<file path="src/design/arqp_pkg.sv">
`timescale 1ns / 1ps
// Shared types and constants for the reference-to-query position unit.
package arqp_pkg;

   localparam int POS_BITS   = 24;
   localparam int DELTA_BITS = POS_BITS + 1;
   localparam int REM_BITS   = POS_BITS + 1;   // distance left to the target, 0..2^POS_BITS
   localparam int OFF_BITS   = POS_BITS + 2;   // signed query offset
   localparam int SUM_BITS   = POS_BITS + 4;   // signed mapped position before clamping

   localparam int FIFO_DEPTH = 2;
   localparam int FIFO_PTR_BITS = $clog2(FIFO_DEPTH);
   localparam int FIFO_CNT_BITS = $clog2(FIFO_DEPTH + 1);

   localparam logic OP_START = 1'b0;

   localparam logic [1:0] STATUS_OK      = 2'd0;
   localparam logic [1:0] STATUS_OUTSIDE = 2'd1;
   localparam logic [1:0] STATUS_LOW     = 2'd2;

   typedef enum logic [1:0] {
      KIND_START,
      KIND_STEP,
      KIND_END
   } kind_type;

   // Classified item as it sits in the queue.
   typedef struct packed {
      kind_type              kind;
      logic [REM_BITS-1:0]   amount;   // start: initial distance; step: block size |d|-1
      logic [POS_BITS-1:0]   base;
      logic                  minus;
      logic                  outside;
      logic                  fwd;      // step on the reference (d > 0)
   } entry_type;

   // Finished walk waiting for output formatting.
   typedef struct packed {
      logic signed [OFF_BITS-1:0] qoff;
      logic [POS_BITS-1:0]        base;
      logic                       minus;
      logic                       outside;
   } fin_type;

endpackage

</file>
<file path="src/design/arqp_front.sv">
`timescale 1ns / 1ps
// Front end: classifies each incoming item into a queue entry.
module arqp_front import arqp_pkg::*; (
   input  logic                         op,
   input  logic [POS_BITS-1:0]          ref_start,
   input  logic [POS_BITS-1:0]          ref_end,
   input  logic [POS_BITS-1:0]          query_start,
   input  logic                         strand,
   input  logic [POS_BITS-1:0]          target_pos,
   input  logic signed [DELTA_BITS-1:0] delta,
   output entry_type                    entry
);

   logic [DELTA_BITS-1:0] delta_raw;
   logic [REM_BITS-1:0]   delta_mag;

   always_comb begin
      delta_raw = delta;
      delta_mag = delta_raw[DELTA_BITS-1] ? REM_BITS'(~delta_raw + 1'b1) : REM_BITS'(delta_raw);

      entry = '0;
      if (op == OP_START) begin
         entry.kind    = KIND_START;
         // target - (ref_start - 1): distance from the walk origin
         entry.amount  = {1'b0, target_pos} - {1'b0, ref_start} + REM_BITS'(1);
         entry.base    = query_start;
         entry.minus   = strand;
         entry.outside = (target_pos < ref_start) || (target_pos > ref_end);
      end else if (delta_raw == '0) begin
         entry.kind = KIND_END;
      end else begin
         entry.kind   = KIND_STEP;
         entry.amount = delta_mag - REM_BITS'(1);
         entry.fwd    = ~delta_raw[DELTA_BITS-1];
      end
   end

endmodule

</file>
<file path="src/design/arqp_fifo.sv">
`timescale 1ns / 1ps
// Short item queue between the front end and the walk engine.
module arqp_fifo import arqp_pkg::*; (
   input  logic      clock,
   input  logic      reset,
   input  logic      push_valid,
   output logic      push_ready,
   input  entry_type push_entry,
   output logic      pop_valid,
   input  logic      pop_ready,
   output entry_type pop_entry
);

   entry_type                mem_ff [FIFO_DEPTH];
   logic [FIFO_PTR_BITS-1:0] wr_ptr_ff, wr_ptr_in;
   logic [FIFO_PTR_BITS-1:0] rd_ptr_ff, rd_ptr_in;
   logic [FIFO_CNT_BITS-1:0] count_ff, count_in;
   logic                     do_push, do_pop;

   always_comb begin
      push_ready = (count_ff != FIFO_CNT_BITS'(FIFO_DEPTH));
      pop_valid  = (count_ff != '0);
      pop_entry  = mem_ff[rd_ptr_ff];
      do_push    = push_valid && push_ready;
      do_pop     = pop_valid && pop_ready;

      wr_ptr_in = wr_ptr_ff;
      rd_ptr_in = rd_ptr_ff;
      count_in  = count_ff;
      if (do_push) begin
         wr_ptr_in = (wr_ptr_ff == FIFO_PTR_BITS'(FIFO_DEPTH - 1)) ? '0 : wr_ptr_ff + 1'b1;
      end
      if (do_pop) begin
         rd_ptr_in = (rd_ptr_ff == FIFO_PTR_BITS'(FIFO_DEPTH - 1)) ? '0 : rd_ptr_ff + 1'b1;
      end
      if (do_push && !do_pop) begin
         count_in = count_ff + 1'b1;
      end else if (do_pop && !do_push) begin
         count_in = count_ff - 1'b1;
      end
   end

   always_ff @(posedge clock) begin
      if (reset) begin
         wr_ptr_ff <= '0;
         rd_ptr_ff <= '0;
         count_ff  <= '0;
      end else begin
         wr_ptr_ff <= wr_ptr_in;
         rd_ptr_ff <= rd_ptr_in;
         count_ff  <= count_in;
      end
   end

   always_ff @(posedge clock) begin
      if (do_push) begin
         mem_ff[wr_ptr_ff] <= push_entry;
      end
   end

endmodule

</file>
<file path="src/design/arqp_back.sv">
`timescale 1ns / 1ps
// Walk engine: applies start, step and end items to the running offsets.
module arqp_back import arqp_pkg::*; (
   input  logic      clock,
   input  logic      reset,
   input  logic      head_valid,
   output logic      head_ready,
   input  entry_type head,
   output logic      fin_valid,
   output fin_type   fin,
   input  logic      fin_ready
);

   // remain = target_offset - ref_offset; never negative while walking
   logic [REM_BITS-1:0]        remain_ff, remain_in;
   logic signed [OFF_BITS-1:0] qoff_ff, qoff_in;
   logic [POS_BITS-1:0]        base_ff, base_in;
   logic                       minus_ff, minus_in;
   logic                       reached_ff, reached_in;
   logic                       outside_ff, outside_in;
   logic                       fin_valid_ff, fin_valid_in;
   fin_type                    fin_ff, fin_in;

   logic                       fin_free, take, walking, hit;
   logic [REM_BITS-1:0]        qadd;
   logic [OFF_BITS:0]          qsum;
   logic signed [OFF_BITS-1:0] qoff_sat;

   always_comb begin
      fin_free   = !fin_valid_ff || fin_ready;
      head_ready = (head.kind != KIND_END) || fin_free;
      take       = head_valid && head_ready;
      walking    = !reached_ff && !outside_ff;
      hit        = (remain_ff <= head.amount);

      // query advance: the remaining distance on a hit or an end,
      // otherwise the block plus one query-only column when d < 0
      if (head.kind == KIND_STEP && !hit) begin
         qadd = head.amount + REM_BITS'(!head.fwd);
      end else begin
         qadd = remain_ff;
      end
      qsum     = {qoff_ff[OFF_BITS-1], qoff_ff} + (OFF_BITS + 1)'(qadd);
      // qadd is never negative, so only the top can overflow
      qoff_sat = (qsum[OFF_BITS] != qsum[OFF_BITS-1]) ?
                 {1'b0, {(OFF_BITS-1){1'b1}}} : qsum[OFF_BITS-1:0];

      remain_in    = remain_ff;
      qoff_in      = qoff_ff;
      base_in      = base_ff;
      minus_in     = minus_ff;
      reached_in   = reached_ff;
      outside_in   = outside_ff;
      fin_valid_in = fin_valid_ff && !fin_ready;
      fin_in       = fin_ff;

      if (take) begin
         unique case (head.kind)
            KIND_START: begin
               remain_in  = head.amount;
               qoff_in    = -OFF_BITS'(1);
               base_in    = head.base;
               minus_in   = head.minus;
               reached_in = 1'b0;
               outside_in = head.outside;
            end
            KIND_STEP: begin
               if (walking) begin
                  qoff_in = qoff_sat;
                  if (hit) begin
                     remain_in  = '0;
                     reached_in = 1'b1;
                  end else begin
                     remain_in  = remain_ff - head.amount - REM_BITS'(head.fwd);
                     reached_in = (remain_ff - head.amount - REM_BITS'(head.fwd)) == '0;
                  end
               end
            end
            KIND_END: begin
               if (walking) begin
                  qoff_in    = qoff_sat;
                  remain_in  = '0;
                  reached_in = 1'b1;
               end
               fin_valid_in   = 1'b1;
               fin_in.qoff    = walking ? qoff_sat : qoff_ff;
               fin_in.base    = base_ff;
               fin_in.minus   = minus_ff;
               fin_in.outside = outside_ff;
            end
            default: begin
            end
         endcase
      end

      fin_valid = fin_valid_ff;
      fin       = fin_ff;
   end

   always_ff @(posedge clock) begin
      if (reset) begin
         remain_ff    <= REM_BITS'(1);
         qoff_ff      <= -OFF_BITS'(1);
         base_ff      <= '0;
         minus_ff     <= 1'b0;
         reached_ff   <= 1'b0;
         outside_ff   <= 1'b0;
         fin_valid_ff <= 1'b0;
      end else begin
         remain_ff    <= remain_in;
         qoff_ff      <= qoff_in;
         base_ff      <= base_in;
         minus_ff     <= minus_in;
         reached_ff   <= reached_in;
         outside_ff   <= outside_in;
         fin_valid_ff <= fin_valid_in;
      end
   end

   always_ff @(posedge clock) begin
      fin_ff <= fin_in;
   end

endmodule

</file>
<file path="src/design/arqp_emit.sv">
`timescale 1ns / 1ps
// Output stage: turns a finished offset into a query position and status.
module arqp_emit import arqp_pkg::*; (
   input  logic                clock,
   input  logic                reset,
   input  logic                fin_valid,
   output logic                fin_ready,
   input  fin_type             fin,
   output logic                rsp_valid,
   input  logic                rsp_ready,
   output logic [POS_BITS-1:0] rsp_query_pos,
   output logic [1:0]          rsp_status
);

   logic                       rsp_valid_ff, rsp_valid_in;
   logic [POS_BITS-1:0]        pos_ff, pos_in;
   logic [1:0]                 status_ff, status_in;
   logic signed [SUM_BITS-1:0] qoff_ext, mapped;

   always_comb begin
      fin_ready = !rsp_valid_ff || rsp_ready;
      qoff_ext  = SUM_BITS'(fin.qoff);
      mapped    = $signed({{(SUM_BITS-POS_BITS){1'b0}}, fin.base})
                  + (fin.minus ? -qoff_ext : qoff_ext);

      if (fin.outside) begin
         pos_in    = '0;
         status_in = STATUS_OUTSIDE;
      end else if (mapped[SUM_BITS-1] || mapped == '0) begin
         pos_in    = '0;
         status_in = STATUS_LOW;
      end else if (|mapped[SUM_BITS-2:POS_BITS]) begin
         pos_in    = '1;
         status_in = STATUS_OK;
      end else begin
         pos_in    = mapped[POS_BITS-1:0];
         status_in = STATUS_OK;
      end

      rsp_valid_in = fin_valid || (rsp_valid_ff && !rsp_ready);
   end

   always_ff @(posedge clock) begin
      if (reset) begin
         rsp_valid_ff <= 1'b0;
      end else begin
         rsp_valid_ff <= rsp_valid_in;
      end
   end

   always_ff @(posedge clock) begin
      if (fin_valid && fin_ready) begin
         pos_ff    <= pos_in;
         status_ff <= status_in;
      end
   end

   assign rsp_valid     = rsp_valid_ff;
   assign rsp_query_pos = pos_ff;
   assign rsp_status    = status_ff;

endmodule

</file>
<file path="src/design/alignment_ref_to_query_position_unit.sv">
`timescale 1ns / 1ps
// Reference-to-query position lift through a delta-encoded gapped alignment.
// A start item (req_op = 0) loads ref_start, ref_end, query_start, strand
// and target_pos and resets the walk; each later item carries one signed
// delta. A nonzero delta stands for |d|-1 matched columns followed by one
// reference-only column (d > 0, a gap in the query) or one query-only
// column (d < 0); the walk stops once the target is reached.
// Delta 0 closes the alignment and produces one item on the rsp_ channel:
// query_start +/- query offset, with status 0 ok, 1 target outside
// [ref_start, ref_end], 2 mapped position below 1 (query_pos 0 then);
// a position above the 24-bit range clamps to all ones. Start and nonzero
// delta items produce nothing. Repeated delta 0 items repeat the result.
// Throughput: one item per clock, sustained, in any mix, while rsp_ready is
// held high; the bound is the walk engine's state loop, one compare and one
// add on the running offsets per cycle. An ending delta is registered by the
// queue, then by the walk engine's result slot and then by the output
// register, which drives rsp_valid. The 2-entry queue
// between the classifier and the walk engine and the output register let
// the input keep flowing while a result waits for rsp_ready.
module alignment_ref_to_query_position_unit import arqp_pkg::*; (
   input  logic                         clock,
   input  logic                         reset,
   input  logic                         req_valid,
   output logic                         req_ready,
   input  logic                         req_op,
   input  logic [POS_BITS-1:0]          req_ref_start,
   input  logic [POS_BITS-1:0]          req_ref_end,
   input  logic [POS_BITS-1:0]          req_query_start,
   input  logic                         req_strand,
   input  logic [POS_BITS-1:0]          req_target_pos,
   input  logic signed [DELTA_BITS-1:0] req_delta,
   output logic                         rsp_valid,
   input  logic                         rsp_ready,
   output logic [POS_BITS-1:0]          rsp_query_pos,
   output logic [1:0]                   rsp_status
);

   entry_type front_entry;   // classified item from the front end
   entry_type head_entry;    // oldest queued item
   logic      head_valid, head_ready;
   fin_type   fin;           // finished walk, one per ending delta
   logic      fin_valid, fin_ready;

   // Classifier: start / step / end, block size and initial target distance.
   arqp_front u_front (
      .op          (req_op),
      .ref_start   (req_ref_start),
      .ref_end     (req_ref_end),
      .query_start (req_query_start),
      .strand      (req_strand),
      .target_pos  (req_target_pos),
      .delta       (req_delta),
      .entry       (front_entry)
   );

   // Decoupling queue; req_ready is simply "queue has room".
   arqp_fifo u_fifo (
      .clock      (clock),
      .reset      (reset),
      .push_valid (req_valid),
      .push_ready (req_ready),
      .push_entry (front_entry),
      .pop_valid  (head_valid),
      .pop_ready  (head_ready),
      .pop_entry  (head_entry)
   );

   // Walk engine; stalls only on an ending delta while its result slot is full.
   arqp_back u_back (
      .clock      (clock),
      .reset      (reset),
      .head_valid (head_valid),
      .head_ready (head_ready),
      .head       (head_entry),
      .fin_valid  (fin_valid),
      .fin        (fin),
      .fin_ready  (fin_ready)
   );

   // Final position, clamping and status; registered output.
   arqp_emit u_emit (
      .clock         (clock),
      .reset         (reset),
      .fin_valid     (fin_valid),
      .fin_ready     (fin_ready),
      .fin           (fin),
      .rsp_valid     (rsp_valid),
      .rsp_ready     (rsp_ready),
      .rsp_query_pos (rsp_query_pos),
      .rsp_status    (rsp_status)
   );

endmodule
</file>
<file path="config.mk">
export PLATFORM = sky130hd
export DESIGN_NAME = alignment_ref_to_query_position_unit
export DESIGN_NICKNAME = d
export VERILOG_FILES = /design/src/design/arqp_pkg.sv /design/src/design/arqp_front.sv /design/src/design/arqp_fifo.sv /design/src/design/arqp_back.sv /design/src/design/arqp_emit.sv /design/src/design/alignment_ref_to_query_position_unit.sv
export SDC_FILE = /design/constraint.sdc
export NUM_CORES = 1
export LEC_CHECK = 0
export ABC_CLOCK_PERIOD_IN_PS = 8400
export BUFFER_PORTS_ARGS = -buffer_cell sky130_fd_sc_hd__buf_2
export CAP_MARGIN = 15
export CORE_MARGIN = 2
export CORE_UTILIZATION = 55
export CTS_CLUSTER_SIZE = 28
export DETAILED_ROUTE_END_ITERATION = 8
export PLACE_DENSITY = 0.8
export SLEW_MARGIN = 0
export SYNTH_ARGS = -nofsm -noshare
export SYNTH_HDL_FRONTEND = slang
export SYNTH_SLANG_ARGS = --single-unit
</file>
<file path="constraint.sdc">
create_clock -name clock -period 8.4 [get_ports clock]
set_clock_uncertainty 0.2 [all_clocks]
set_input_delay 1.68 -clock clock [delete_from_list [all_inputs] [get_ports clock]]
set_output_delay 1.68 -clock clock [all_outputs]
set_load 0.01 [all_outputs]
</file>
==> results.toml <==
[route]
post_drt_wl_per_cell_um = 18.2
ant_nets = 0
drt_iter0_drc = 1265
drt_first_pass_iters = 5
vias_per_cell = 5.95
dr_total_vias = 16800
postRouteWirelength_mm = 51.1
drc = 0

[finish]
drive_above_1_share = 0.111
syn_to_final_growth_pct = 10.6
fillCellCount = 3025
final_common_cell = "inv_1"
regArea_mm2 = 0.00729
mostFrequentLayoutCells = "inv_1, ha_1, edfxtp_1"
diodes = 0
layout.nets = 2671
fin_util = 0.612
multi_input_area_mm2 = 0.0118

[sta]
rsz0062_at_grt = "false"
relSlewSlack = 0.378
fmax_mhz = 124
setup_viol = 0
hold-worst-slack_ns = 0.229
worst_pin_slew_ns = 0.933
hold_violations = 0
slew_violations = 0
fin_tns_setup_ns = 0
fin_crit_ns = 8.04
finalCritPeriodShare = 0.957

[clock_network]
cts-htree-levels = 1
cts_max_path_buffers = 3
clk_latency_ns = 0.59
hold_buffers = 0
cts_sinks = 271
cts_buffers = 29
clk_pin_slew_ns = 0.06
cts-root-buf = "clkbuf_16"
cts_tree = "yes"
post_cts_buffers = 0

[critical_path]
end_kind = "flop"
slowest_stage = "nor4_1"
critPathKind = "reg2reg"
cpPeakStageDelay_ns = 0.68
startpoint_type = "flop"
path_buf_inv = 2
reg2reg_to = "u_back.qoff_ff[11]$_SDFFE_PP1P_"
critPathRequiredTime_ns = 8.65
path_delay_family = "simple AND/OR/NAND/NOR gates"
r2r_slack_ns = 0.36
crit_fanout = 19
crit_arrival_ns = 8.30
rr_worst_depth = 26

[worst_hold_path]
hold_path.class = "reg2reg"
worstHoldStart = "u_back.base_ff[8]$_SDFFE_PP0P_"
whs_endpoint = "u_back.fin[10]$_DFFE_PP_"
whs_path_depth = 0

[global_route]
grt_pass1_vias = 16100
grt_max_degree = 62
overflow = 0
antenna_found_initial = 1
grt_use_total = 0.262
grt_pass1_wl_mm = 81.4

[die]
die_w_um = 195
die_area_mm2 = 0.0381
die_h_um = 195
start_util = 0.553
core_mm2 = 0.0363
core.rowCount = 70
io_pins = 155

[logic_synthesis]
synth-main-ff-cell = "edfxtp_1"
synth_edf_count = 186
ys_seq_area_frac = 0.362
avgSynthCellArea_um2 = 9.14
ys_seq_elements = 271
synthCells = 2201
yosys_warnings = 0
yosysUniqueCellTypes = 86
syn_area_mm2 = 0.0201
synth_nets = 2548
synth-async-reset-ratio = 0

[placement]
portBuffers = 154
place_congestion = 0.944
dp_hpwl_mm = 40.1

[run]
drv_cap = 0

[run_status]
outcome = "complete, no violations"
## metal layers
metal,track usage,up-vias,wire length [µm]
met5,0,-,11
met2,0.449,538,24400
met1,0.347,7937,22500
li1,-,8175,-
met3,0.0301,102,2820
met4,0.0803,2,1450
## registers in the layout, summed over array words and instances, names as in the netlist, named ones only
signal,cells
u_fifo.count_ff,2
u_emit.rsp_status,2
u_back.qoff_ff,26
u_fifo.rd_ptr_ff,1
u_back.outside_ff,1
u_emit.rsp_query_pos,24
u_fifo.mem_ff,108
u_back.remain_ff,25
u_back.reached_ff,1
u_back.fin,52
u_back.minus_ff,1
u_back.base_ff,24
u_emit.rsp_valid,1
u_fifo.wr_ptr_ff,1
u_back.fin_valid,1
## worst reg2reg max path, delay by kind of cell, from the launching register on
kind,cells,cell delay (ns)
DFF,1,0.64
and+or+nand+nor,10,2.91
muxes,1,0.50
buffers and inverters,2,0.20
adders and majority gates,3,1.09
AOI/OAI and AO/OA,10,2.37
## cells in the mapped netlist (18+ instances only)
cell type,n,share of area
a21o_1,33,0.012
xnor2_1,127,0.055
clkbuf_1,66,0.012
xor2_1,52,0.023
edfxtp_1,186,0.28
o21ai_0,127,0.032
a211oi_1,37,0.014
nor2b_1,48,0.015
ha_1,204,0.13
o22a_1,19,0.0083
dfxtp_1,85,0.085
inv_1,207,0.039
nand2b_1,41,0.013
nand3_1,40,0.010
nor3_1,45,0.011
o22ai_1,34,0.011
nor2_1,178,0.033
mux2i_1,58,0.029
a21oi_1,131,0.033
nand2_1,148,0.028
nand4_1,18,0.0056
a31oi_1,27,0.0084
## kinds of logic after synthesis
family | synth area share
DFF | 0.362
AOI/OAI and AO/OA | 0.181
and+or+nand+nor | 0.151
adders and majority gates | 0.143
xor gates and xnor gates | 0.0779
buffers and inverters | 0.0544
muxes | 0.0311
## final cells by class
type                    instances  area share
clock inverters                16     0.00663
well taps                     468      0.0263
repair buffers                174      0.0414
inverters                     207      0.0349
multi-input cells            1641       0.528
flip-flops and latches        271       0.328
clock buffers                  37      0.0349
## per-stage QoR
step,instances,cell area [µm²],setup slack (ns)
4_1_cts,2814,22300,0.434
2_1_floorplan,2201,20100,0.625
3_3_place_gp,2761,21300,0.815
5_1_grt,2814,22300,0.00377
6_report,2814,22300,0.359
3_5_place_dp,2761,21300,0.485
## worst max-delay path by stage
stage	startpoint	depth (start not counted)	to	slack [ns]
floorplan	flop	32	u_back.qoff_ff[12]$_SDFFE_PP1P_	0.62
global placement	flop	28	u_back.qoff_ff[4]$_SDFFE_PP1P_	0.82
detailed placement	flop	26	u_back.qoff_ff[11]$_SDFFE_PP1P_	0.48
CTS	flop	26	u_back.qoff_ff[11]$_SDFFE_PP1P_	0.43
global route	flop	26	u_back.qoff_ff[4]$_SDFFE_PP1P_	0.004
finish	flop	26	u_back.qoff_ff[11]$_SDFFE_PP1P_	0.36
## timing repair
action	CTS	global route
endpoints found under the setup margin	0	22
hold endpoints to repair	0	0
gates resized for setup	0	1
Power is not shown: default switching activity piles up to over one toggle a cycle in this logic, so the estimate is an artifact.
